**config.mk**
```make
export PLATFORM = sky130hd
export DESIGN_NAME = fixed_point_alu
export DESIGN_NICKNAME = d
export VERILOG_FILES = /design/src/rtl/fxalu_pkg.sv /design/src/rtl/fixed_point_alu.sv
export SDC_FILE = /design/constraint.sdc
export NUM_CORES = 1
export LEC_CHECK = 0
export ABC_AREA = 1
export ABC_CLOCK_PERIOD_IN_PS = 7000
export BUFFER_PORTS_ARGS = -buffer_cell sky130_fd_sc_hd__buf_2
export CORE_UTILIZATION = 30
export CTS_CLUSTER_SIZE = 8
export DETAILED_ROUTE_END_ITERATION = 10
export PLACE_DENSITY = 0.45
export SLEW_MARGIN = 0
export SYNTH_ARGS = -nofsm -noshare
export SYNTH_HDL_FRONTEND = slang
export SYNTH_SLANG_ARGS = --single-unit
export TNS_END_PERCENT = 30
```
**constraint.sdc**
```tcl
create_clock -name clk -period 7 [get_ports clk]
set_input_delay 0.7 -clock clk [delete_from_list [all_inputs] [get_ports clk]]
set_output_delay 0.7 -clock clk [all_outputs]
set_load 0.02 [all_outputs]
```
**src/rtl/fxalu_pkg.sv**
```systemverilog
// types and constants for the 16.16 fixed-point alu
// no dependencies
package fxalu_pkg;

    localparam int WORD_W = 32;
    localparam int SHAMT_W = 5;

    localparam logic [WORD_W-1:0] FIX_ONE = 32'h0001_0000;
    localparam logic [WORD_W-1:0] FIX_MINUS_ONE = 32'hffff_0000;
    localparam logic [WORD_W-1:0] FRAC_MASK = 32'h0000_ffff;
    localparam logic [SHAMT_W-1:0] MAX_SHIFT = 5'd31;

    typedef enum logic [3:0] {
        OP_MAX  = 4'd0,
        OP_MIN  = 4'd1,
        OP_MID  = 4'd2,
        OP_CEIL = 4'd3,
        OP_FLR  = 4'd4,
        OP_ABS  = 4'd5,
        OP_SGN  = 4'd6,
        OP_AND  = 4'd7,
        OP_OR   = 4'd8,
        OP_XOR  = 4'd9,
        OP_NOT  = 4'd10,
        OP_SHL  = 4'd11,
        OP_SHR  = 4'd12,
        OP_LSHR = 4'd13,
        OP_ROTL = 4'd14,
        OP_ROTR = 4'd15
    } op_t;

    typedef struct packed {
        op_t                op;
        logic [WORD_W-1:0]  a;
        logic [WORD_W-1:0]  b;
        logic [WORD_W-1:0]  c;
        logic               gt_ab;
        logic               gt_bc;
        logic               gt_ac;
        logic [SHAMT_W-1:0] shamt;
        logic               sh_big;
        logic [SHAMT_W-1:0] rot;
    } s1_t;

    typedef struct packed {
        logic              sel_arith;
        logic [WORD_W-1:0] arith;
        logic [WORD_W-1:0] bitw;
    } s2_t;

endpackage

```
**src/rtl/fixed_point_alu.sv**
```systemverilog
// fixed_point_alu: three-stage pipelined alu over signed 16.16 words
// path: an accepted request is registered in s1_reg, s2_reg and s3_reg in turn, then shows as result
// throughput: one request per cycle; each stage holds while the next is full and itself held
// reset: rst_n asynchronous active low clears all stage valid bits
// depends on fxalu_pkg
module fixed_point_alu (
    input  logic                              clk,
    input  logic                              rst_n,
    input  logic                              req_valid,
    output logic                              req_stall,
    input  logic [3:0]                        mode,
    input  logic signed [fxalu_pkg::WORD_W-1:0] operand_a,
    input  logic signed [fxalu_pkg::WORD_W-1:0] operand_b,
    input  logic signed [fxalu_pkg::WORD_W-1:0] operand_c,
    output logic                              res_valid,
    input  logic                              res_stall,
    output logic signed [fxalu_pkg::WORD_W-1:0] result
);
    import fxalu_pkg::*;

    logic s1_valid_reg;
    logic s2_valid_reg;
    logic s3_valid_reg;
    s1_t  s1_reg;
    s1_t  s1_next;
    s2_t  s2_reg;
    s2_t  s2_next;
    logic [WORD_W-1:0] s3_reg;
    logic [WORD_W-1:0] s3_next;

    logic en1;
    logic en2;
    logic en3;

    logic [WORD_W-1:0]  neg_b;
    logic [WORD_W-1:0]  ceil_w;
    logic [WORD_W-1:0]  abs_w;
    logic [2*WORD_W-1:0] dbl;
    logic [2*WORD_W-1:0] rotl_w;
    logic [2*WORD_W-1:0] rotr_w;
    logic [SHAMT_W-1:0] shr_n;

    // stall chain
    assign en3 = !s3_valid_reg || !res_stall;
    assign en2 = !s2_valid_reg || en3;
    assign en1 = !s1_valid_reg || en2;
    assign req_stall = !en1;

    // stage 1: compares and shift count
    always_comb
    begin
        neg_b = 32'd0 - operand_b;
        s1_next.op = op_t'(mode);
        s1_next.a = operand_a;
        s1_next.b = operand_b;
        s1_next.c = operand_c;
        s1_next.gt_ab = operand_a > operand_b;
        s1_next.gt_bc = operand_b > operand_c;
        s1_next.gt_ac = operand_a > operand_c;
        s1_next.sh_big = !operand_b[WORD_W-1] && (operand_b[30:21] != 10'd0);
        s1_next.shamt = operand_b[WORD_W-1] ? '0 : operand_b[20:16];
        s1_next.rot = operand_b[WORD_W-1] ? (5'd0 - neg_b[20:16]) : operand_b[20:16];
    end

    // stage 2: per-group results
    always_comb
    begin
        ceil_w = (s1_reg.a + FRAC_MASK) & ~FRAC_MASK;
        abs_w = s1_reg.a[WORD_W-1] ? (32'd0 - s1_reg.a) : s1_reg.a;
        dbl = {s1_reg.a, s1_reg.a};
        rotl_w = dbl << s1_reg.rot;
        rotr_w = dbl >> s1_reg.rot;
        shr_n = s1_reg.sh_big ? MAX_SHIFT : s1_reg.shamt;
        s2_next.sel_arith = 1'b0;
        s2_next.arith = s1_reg.a;
        s2_next.bitw = s1_reg.a;
        unique case (s1_reg.op)
            OP_MAX:
            begin
                s2_next.sel_arith = 1'b1;
                s2_next.arith = s1_reg.gt_ab ? s1_reg.a : s1_reg.b;
            end
            OP_MIN:
            begin
                s2_next.sel_arith = 1'b1;
                s2_next.arith = s1_reg.gt_ab ? s1_reg.b : s1_reg.a;
            end
            OP_MID:
            begin
                s2_next.sel_arith = 1'b1;
                if (s1_reg.gt_ab)
                    s2_next.arith = s1_reg.gt_bc ? s1_reg.b
                                  : (s1_reg.gt_ac ? s1_reg.c : s1_reg.a);
                else
                    s2_next.arith = s1_reg.gt_ac ? s1_reg.a
                                  : (s1_reg.gt_bc ? s1_reg.c : s1_reg.b);
            end
            OP_CEIL:
            begin
                s2_next.sel_arith = 1'b1;
                s2_next.arith = ceil_w;
            end
            OP_FLR:
            begin
                s2_next.sel_arith = 1'b1;
                s2_next.arith = s1_reg.a & ~FRAC_MASK;
            end
            OP_ABS:
            begin
                s2_next.sel_arith = 1'b1;
                s2_next.arith = abs_w;
            end
            OP_SGN:
            begin
                s2_next.sel_arith = 1'b1;
                s2_next.arith = s1_reg.a[WORD_W-1] ? FIX_MINUS_ONE : FIX_ONE;
            end
            OP_AND:  s2_next.bitw = s1_reg.a & s1_reg.b;
            OP_OR:   s2_next.bitw = s1_reg.a | s1_reg.b;
            OP_XOR:  s2_next.bitw = s1_reg.a ^ s1_reg.b;
            OP_NOT:  s2_next.bitw = ~s1_reg.a;
            OP_SHL:  s2_next.bitw = s1_reg.sh_big ? '0 : (s1_reg.a << s1_reg.shamt);
            OP_SHR:  s2_next.bitw = $signed(s1_reg.a) >>> shr_n;
            OP_LSHR: s2_next.bitw = s1_reg.sh_big ? '0 : (s1_reg.a >> s1_reg.shamt);
            OP_ROTL: s2_next.bitw = rotl_w[2*WORD_W-1:WORD_W];
            OP_ROTR: s2_next.bitw = rotr_w[WORD_W-1:0];
            default: s2_next.bitw = s1_reg.a;
        endcase
    end

    // stage 3: final select into the output register
    assign s3_next = s2_reg.sel_arith ? s2_reg.arith : s2_reg.bitw;

    always_ff @(posedge clk or negedge rst_n)
    begin
        if (!rst_n)
        begin
            s1_valid_reg <= 1'b0;
            s2_valid_reg <= 1'b0;
            s3_valid_reg <= 1'b0;
        end
        else
        begin
            if (en1)
                s1_valid_reg <= req_valid;
            if (en2)
                s2_valid_reg <= s1_valid_reg;
            if (en3)
                s3_valid_reg <= s2_valid_reg;
        end
    end

    always_ff @(posedge clk)
    begin
        if (en1)
            s1_reg <= s1_next;
        if (en2)
            s2_reg <= s2_next;
        if (en3)
            s3_reg <= s3_next;
    end

    assign res_valid = s3_valid_reg;
    assign result = s3_reg;

endmodule

```
## After elaboration in Yosys (flattened, before gate mapping)

Index checks and enable logic that the tools add are counted.

- Bits of input ports: 104
- Logic and storage cells: 76
- Output and inout port bits: 34
- Register bits: 214

- Reduce and logical (&&, ||, !) cells: 12
- Add/sub/neg operators: 4
- $lt $le $gt $ge: 3
- Bitwise gates (word level): 4
- Eq/ne operators: 15
- Shift-type cells: 5
- Mux-type cells: 16

Operators with widths:

| cell | number |
|---|---|
| $mux W32 | 12 |
| $pmux W32 S9 | 1 |
| $pmux W33 S7 | 1 |
| $gt A32 B32 Y1 | 3 |
| $shl A64 B5 Y64 | 1 |
| $shr A64 B5 Y32 | 1 |
| $add A32 B16 Y32 const B | 1 |
| $and A32 B32 Y32 | 1 |
| $eq A4 B4 Y1 const B | 8 |
| $not A32 Y32 | 1 |
| $or A32 B32 Y32 | 1 |
| $shl A32 B5 Y32 | 1 |
| $shr A32 B5 Y32 | 1 |
| $sshr A32 B5 Y32 | 1 |
| $sub A1 B32 Y32 const A | 1 |
| $xor A32 B32 Y32 | 1 |
| $sub A1 B21 Y21 const A | 1 |
| $eq A4 B3 Y1 const B | 4 |
| $mux W5 | 2 |
| $reduce_bool A10 Y1 | 1 |
| $eq A4 B2 Y1 const B | 2 |
| $logic_not A1 Y1 | 6 |
| $sub A1 B5 Y5 const A | 1 |
| $eq A4 B1 Y1 const B | 1 |
| 3 further kinds | 5 |

## Longest topological paths before layout

Gate-level depths: netlist (run 1).

- Word-level depth: 5
- Depth in mapped cells: 16
- Gate-level depth less buffers: 14

## Worst setup path before layout (run 1)

Ideal clock, no wire load.

- Path type: input-to-reg
- Start point: input res_stall
- End point: register s1_reg, in the netlist dbl[0] (enable)
- Path buffers: 0
- Stages: 5
- Setup slack: 932 ps
- Data required time: 6533 ps
- Setup time: 467 ps
- Arrival time: 5601 ps
- Cell sequence: nand2_1 nor2_1 inv_1 nor2_1 inv_1

- Word-level cells in the longest chain between the ends: 4

Ends and longest elaborated chain:

| what | RTL line | source |
|---|---|---|
| start, declared | fixed_point_alu.sv:16 | `input logic res_stall,` |
| $logic_not A1 Y1 | fixed_point_alu.sv:44 | `assign en3 = !s3_valid_reg \|\| !res_stall;` |
| $logic_or A1 B1 Y1 | fixed_point_alu.sv:44 |  |
| $logic_or A1 B1 Y1 | fixed_point_alu.sv:45 | `assign en2 = !s2_valid_reg \|\| en3;` |
| net en2 | fixed_point_alu.sv:32 | `logic en2;` |
| $logic_or A1 B1 Y1 | fixed_point_alu.sv:46 | `assign en1 = !s1_valid_reg \|\| en2;` |
| end signal, assigned | fixed_point_alu.sv:156 | `s1_reg <= s1_next;` |
| end, declared | fixed_point_alu.sv:24 | `s1_t s1_reg;` |

The timed path passes the listed nets, and every way through them passes these cells.
A chain may end at the register's enable or synchronous reset.

==> results of run 1 <==
## power by group
part | total (W) | internal, W | switching [W]
Clock | 0.00154 | 0.000879 | 0.000658
Combinational | 0.00247 | 0.000668 | 0.00181
Sequential | 0.00180 | 0.00165 | 0.000151
Total | 0.00581 | 0.00319 | 0.00261
## repair_timing
item,in CTS,in global routing
gates resized for setup,0,0
hold buffers,1,0
endpoints found under the hold margin,3,0
setup buffers,0,0
## cell type report
class | instances | area (µm²) | area share, %
clock inverters | 8 | 62.6 | 0.239
repair buffers | 207 | 1210 | 4.64
well taps | 1040 | 1300 | 4.98
flip-flops and latches | 214 | 6410 | 24.5
inverters | 255 | 960 | 3.67
clock buffers | 40 | 873 | 3.34
diodes | 1 | 2.50 | 0.00957
multi-input cells | 3050 | 15300 | 58.6
## worst min path at each step
stage / from / to / slack (ns) / cells past startpoint
2_1_floorplan: rst_n / res_valid$_DFFE_PN0P_ / 0.40 / 0
3_3_place_gp: s1_valid_reg$_DFFE_PN0N_ / s2_valid_reg$_DFFE_PN0P_ / 0.44 / 2
3_5_place_dp: s1_valid_reg$_DFFE_PN0N_ / s2_valid_reg$_DFFE_PN0P_ / 0.44 / 2
4_1_cts: mode[2] / s1_reg[112]$_DFFE_PN_ / 0.30 / 1
5_1_grt: mode[2] / s1_reg[112]$_DFFE_PN_ / 0.31 / 1
6_report: mode[2] / s1_reg[112]$_DFFE_PN_ / 0.32 / 1
## stage by stage
stage	cell area [µm²]	hold WS, ns
after floorplan	23600	0.404
after global placement	25200	0.443
after detailed placement	25200	0.440
after CTS	26100	0.297
after global routing	26100	0.313
final	26200	0.320
## cells in the final DEF, fill, tap and decap left out, types with 9 or more instances in the layout
cell type and count:
nand3_1 1097, nand2_1 1039, nor2_1 307, inv_1 220, edfxtp_1 211, ha_1 163, buf_2 137, a21oi_1 104
o21ai_0 94, buf_4 69, nand4_1 46, clkbuf_16 34, mux2_2 32, inv_2 28, nor3_1 26, o211ai_1 24
o21ai_1 18, nor2_2 16, o22ai_1 13, nor4_1 11, clkinv_1 9
## per-layer routing
| layer | up-vias | wire length [µm] | track usage, % |
|---|---|---|---|
| met5 | - | 11 | 0 |
| met4 | 2 | 7190 | 15.4 |
| met3 | 266 | 10500 | 4.73 |
| met2 | 1358 | 53400 | 46.9 |
| met1 | 12900 | 51500 | 40.3 |
| li1 | 12900 | - | - |
## worst max-delay path, cell delays in order (launching register included)
cell and delay (ns):
edfxtp_1 0.46, nand2_1 0.27, inv_1 0.11, nand2_1 0.11, nand2_2 0.41, buf_4 0.50, buf_4 0.42, nand2_1 0.09
nor2_1 0.35, nand2_1 0.12, nor2_1 0.25, nand3_1 0.12, nor2_1 0.27, nor2_1 0.07
## cells by family after synthesis
family                     count (synthesis)  share of synthesized area [%]
adders and majority gates                163                           8.65
buffers and inverters                    477                           7.92
AOI/OAI and AO/OA                        287                           6.79
muxes                                     32                           1.53
and+or+nand+nor                         2568                           47.9
DFF                                      214                           27.2
==> results_dict.tcl, run 1 <==
set metrics [dict create \
    finalNonFillerCells 4815 \
    setup_violations 0 \
    dp.cells 4765 \
    grt_pass1_vias 25200 \
    ys_ff_latch 214 \
    relSlewSlack_pct 21.0 \
    largest_reg_flops 82 \
    fp.dieH_um 282 \
    clk_pin_slew_worst_paths_ns 0.06 \
    syn_to_final_growth_pct 10.9 \
    clockBufferDepth 3 \
    cp.required_ns 7.31 \
    synthFlopType "edfxtp_1" \
    nets 4029 \
    yosysTopAreaCellShare_pct 26.9 \
    grt_pass1_wl_mm 175 \
    numCtsBuffers 34 \
    status "complete, no violations" \
    fill_cells 8713 \
    firstDrtPassIters 6 \
    p_total_w 0.00581 \
    htree_num_levels 2 \
    synth_common_cells "nand3_1, nand2_1, nor2_1, inv_1, edfxtp_1" \
    place_ws_ns 3.25 \
    clk_latency_ns 0.57 \
    hold_viol_final 0 \
    critPathCapture "s2_reg[22]$_DFFE_PP_" \
    r2r-start "s1_reg[111]$_DFFE_PN_" \
    finalCritPeriodShare_pct 54.7 \
    timing.final.ws_setup_ns 3.17 \
    syn_area_per_cell_um2 6.30 \
    synth.area.top_cells "edfxtp_1, nand3_1, nand2_1" \
    start_util_pct 30.4 \
    port_buffers 137 \
    grt_usage_pct 30.2 \
    yosysTopAreaCell "edfxtp_1" \
    post-route-drc-count 0 \
    yosysMostFrequentCell "nand3_1" \
    rsz0062_at_grt "no" \
    die_w_um 282 \
    critPathCaptureType "flip-flop" \
    powerDensity_nw_per_um2 222 \
    ant_nets 0 \
    overflow 0 \
    worst_slew_pin_slew_ns 1.19 \
    wl_per_cell_um 25.5 \
    tritoncts "yes" \
    fin_crit_ns 3.83 \
    cts_sinks 214 \
    drt-total-wl_mm 123 \
    num_io_pins 138 \
    power.leakage_nw 12.0 \
    cp_data_arrival_time_ns 4.14 \
    syn_area_um2 23600 \
    start_kind "flip-flop" \
    maxClockFrequency_mhz 261 \
    max-cap-violations 0 \
    fin_worst_skew_ns 0.0307 \
    globalplace.congestion 1.05 \
    fin_util_pct 33.7 \
    antenna_found_initial 8 \
    synth.distinct_cells 46 \
    regToRegEndpoint "s2_reg[22]$_DFFE_PP_" \
    setup_tns_ns 0 \
    drive_gt1_share_pct 8.85 \
    cp-startpoint "s1_reg[111]$_DFFE_PN_" \
    rrSetupSlack_ns 3.17 \
    r2r_cells 13 \
    hp-class "in2reg" \
    dp.final_hpwl_mm 90.9 \
    peakVddDrop_uv 130 \
    dr_total_vias 27400 \
    synth_nets 4008 \
    synth_edf_count 211 \
    coreArea_um2 77600 \
    synth_seq_area_share_pct 27.2 \
    maxSlewViolCount 0 \
    worstSetupPathType "reg2reg" \
    synthCells 3741 \
    rows 102 \
    cp_max_fo 36 \
    grt_max_degree 78 \
    synth_warnings 0 \
    root_buffer "clkbuf_16" \
    drtIter0Drc 3066 \
    dieArea_um2 79700 \
    via_per_inst 5.69 \
    async_flop_share_pct 1.40 \
]
No activity file was read; power rests on OpenSTA's default activity.
==> inputs of run 2 (changes only) <==
--- a/config.mk
+++ b/config.mk
@@ -5,8 +5,8 @@
 export SDC_FILE = /design/constraint.sdc
 export NUM_CORES = 1
 export LEC_CHECK = 0
-export ABC_AREA = 1
-export ABC_CLOCK_PERIOD_IN_PS = 7000
+export ABC_AREA = 0
+export ABC_CLOCK_PERIOD_IN_PS = 3700
 export BUFFER_PORTS_ARGS = -buffer_cell sky130_fd_sc_hd__buf_2
 export CORE_UTILIZATION = 30
 export CTS_CLUSTER_SIZE = 8
==> constraint.sdc (replaced) <==
create_clock -name clk -period 3.7 [get_ports clk]
set_input_delay 0.37 -clock clk [delete_from_list [all_inputs] [get_ports clk]]
set_output_delay 0.37 -clock clk [all_outputs]
set_load 0.02 [all_outputs]
==> run 2 against run 1 <==
  * The flow now finishes with violations (negative setup slack)
  * First-iteration DRC count is 24% higher
  * Count of clock-buffer cells in the layout is 5 higher
  * Core utilization is 4.7 points higher
  * Largest cell class unchanged
  * Highest routed layer unchanged
==> results_dict.tcl, run 2 <==
set metrics [dict create \
    status "finished with violations" \
    violations "negative setup slack" \
    rows 101 \
    ys_ff_latch 214 \
    switchingPower_w 0.00549 \
    drt-total-wl_mm 158 \
    synth_seq_area_share_pct 27.7 \
    largest_reg_flops 82 \
    worst_hold_slack_ns 0.0207 \
    root_buffer "clkbuf_16" \
    drtIter0Drc 3810 \
    maxClockFrequency_mhz 269 \
    cp-startpoint "dbl[3]$_DFFE_PN_" \
    r2r-start "dbl[3]$_DFFE_PN_" \
    async_flop_share_pct 1.40 \
    synth_common_cells "edfxtp_1, nand2_1, clkbuf_1, mux2i_1, nor2_1" \
    postCtsSetupBuffers 0 \
    place_ws_ns -0.412 \
    yosysTopAreaCellShare_pct 27.4 \
    synthCells 2596 \
    start_util_pct 30.4 \
    antenna_found_initial 16 \
    wl_per_cell_um 39.1 \
    grt_pass1_vias 24800 \
    dp.final_hpwl_mm 128 \
    via_per_inst 6.50 \
    dr_total_vias 26200 \
    synth.area.top_cells "edfxtp_1, ha_1, mux2i_1" \
    fp.dieH_um 280 \
    clk_pin_slew_worst_paths_ns 0.05 \
    port_buffers 137 \
    synth_nets 2863 \
    min_path_cells 1 \
    power.leakage_nw 12.0 \
    grt_pass1_wl_mm 213 \
    finalNonFillerCells 4037 \
    coreArea_um2 76200 \
    ant_nets 0 \
    die_w_um 280 \
    num_io_pins 138 \
    clockBufferDepth 3 \
    rsz0062_at_grt "no" \
    critPathCaptureType "flip-flop" \
    post-route-drc-count 0 \
    worstSetupPathType "reg2reg" \
    cts_sinks 214 \
    worstHoldStart "operand_c[7]" \
    start_kind "flip-flop" \
    timing.final.ws_setup_ns -0.0242 \
    grt_max_degree 117 \
    fin_crit_ns 3.72 \
    nets 3250 \
    clockPowerShare_pct 24.3 \
    cp.required_ns 3.96 \
    yosysTopAreaCell "edfxtp_1" \
    max-cap-violations 0 \
    powerDensity_nw_per_um2 432 \
    relSlewSlack_pct 35.1 \
    cp_data_arrival_time_ns 3.99 \
    fin_worst_skew_ns 0.0358 \
    tritoncts "yes" \
    yosysMostFrequentCell "edfxtp_1" \
    drive_gt1_share_pct 27.7 \
    fill_cells 7802 \
    synthFlopType "edfxtp_1" \
    worst_slew_pin_slew_ns 0.969 \
    finalCritPeriodShare_pct 101 \
    dp.cells 3972 \
    cp_max_fo 9 \
    overflow 0 \
    grt_usage_pct 39.6 \
    seqPwrFrac_pct 26.9 \
    syn_to_final_growth_pct 26.5 \
    swShare_pct 43.4 \
    final_cell_mix "buf_4, edfxtp_1, nand2_1, mux2i_1, nor2_1" \
    firstDrtPassIters 6 \
    mostFrequentLayoutCell "buf_4" \
    clk_latency_ns 0.58 \
    p_total_w 0.0127 \
    dieArea_um2 78300 \
    synth_warnings 0 \
    p_int_w 0.00716 \
    globalplace.congestion 1.07 \
    synth.distinct_cells 91 \
    hold_viol_final 0 \
    syn_area_per_cell_um2 8.92 \
    htree_num_levels 2 \
    fin_util_pct 38.4 \
    peakVddDrop_uv 301 \
    numCtsBuffers 34 \
    hp-class "in2reg" \
    synth_edf_count 211 \
    r2r_cells 7 \
    maxSlewViolCount 0 \
    setup_violations 2 \
    syn_area_um2 23100 \
    power_frac_comb_pct 48.8 \
]
-- run 2: cell types whose count changed after synthesis, moves of 81 or more --
cell	delta
mux2i_1	+180
nor2_1	-146
o22ai_1	+81
nand3_1	-1052
inv_1	-87
nand2_1	-837
-- run 2: layout make-up --
class	count	area, µm²	share of cell area, %
Inverter	143	537	1.83
Multi-Input combinational cell	1986	15200	52.0
Tap cell	1030	1290	4.40
Clock inverter	8	135	0.461
Antenna cell	7	17.5	0.0598
Timing Repair Buffer	604	4770	16.3
Sequential cell	214	6410	21.9
Clock buffer	45	892	3.05
-- run 2: cell families after synthesis --
group,synth area share (%)
compound gates,24.8
xor+xnor,0.303
fa+ha+maj,8.81
buf+inv,6.78
flops,27.7
mux,17.8
simple gates,13.8
-- run 2: power by group through the flow --
stage | Combinational, W | Sequential [W] | Clock, W
2_1_floorplan | 0.00278 | 0.00335 | 0
3_3_place_gp | 0.00596 | 0.00344 | 0
3_5_place_dp | 0.00592 | 0.00344 | 0
4_1_cts | 0.00595 | 0.00340 | 0.00313
5_1_grt | 0.00632 | 0.00342 | 0.00321
6_report | 0.00617 | 0.00340 | 0.00308
-- run 2: metrics by stage --
stage	cell area [µm²]	TNS [ns]
CTS	29300	0
floorplan	23200	-167.16
detailed placement	28200	-0.412
global placement	28200	-0.547
global route	29300	0
finish	29300	-0.0346
-- run 2: metal layers --
metal	up-vias	share of wire, %	GRT usage, %
li1	10900	-	-
met1	13200	42	53.2
met5	-	0.094	0
met4	20	5.0	16.5
met3	327	10	9.97
met2	1771	43	60.0
-- run 2: worst max-delay path, cell delays in order (launching register included) --
cell and delay, ns:
edfxtp_1 0.84, inv_1 0.52, o21ai_0 0.60, o221ai_1 0.21
buf_4 0.21, mux2_2 0.28, o221a_2 0.27, a32oi_1 0.50
-- run 2: final timing paths --
path | end | slack, ns
setup / recovery | s2_reg[10]$_DFFE_PP_ | -0.02
hold / removal | s1_reg[21]$_DFFE_PN_ | 0.02
setup reg to reg | s2_reg[10]$_DFFE_PP_ | -0.02
hold reg to reg | s2_valid_reg$_DFFE_PN0P_ | 0.46
max in group asynchronous | res_valid$_DFFE_PN0P_ | 3.41
min in group asynchronous | s2_valid_reg$_DFFE_PN0P_ | 0.16
-- run 2: what timing repair did --
action	4_1_cts	5_1_grt
hold buffers	5	0
endpoints found under the setup margin	1	1
resized for setup	3	1
hold endpoints to repair	7	0
pin swaps	0	0
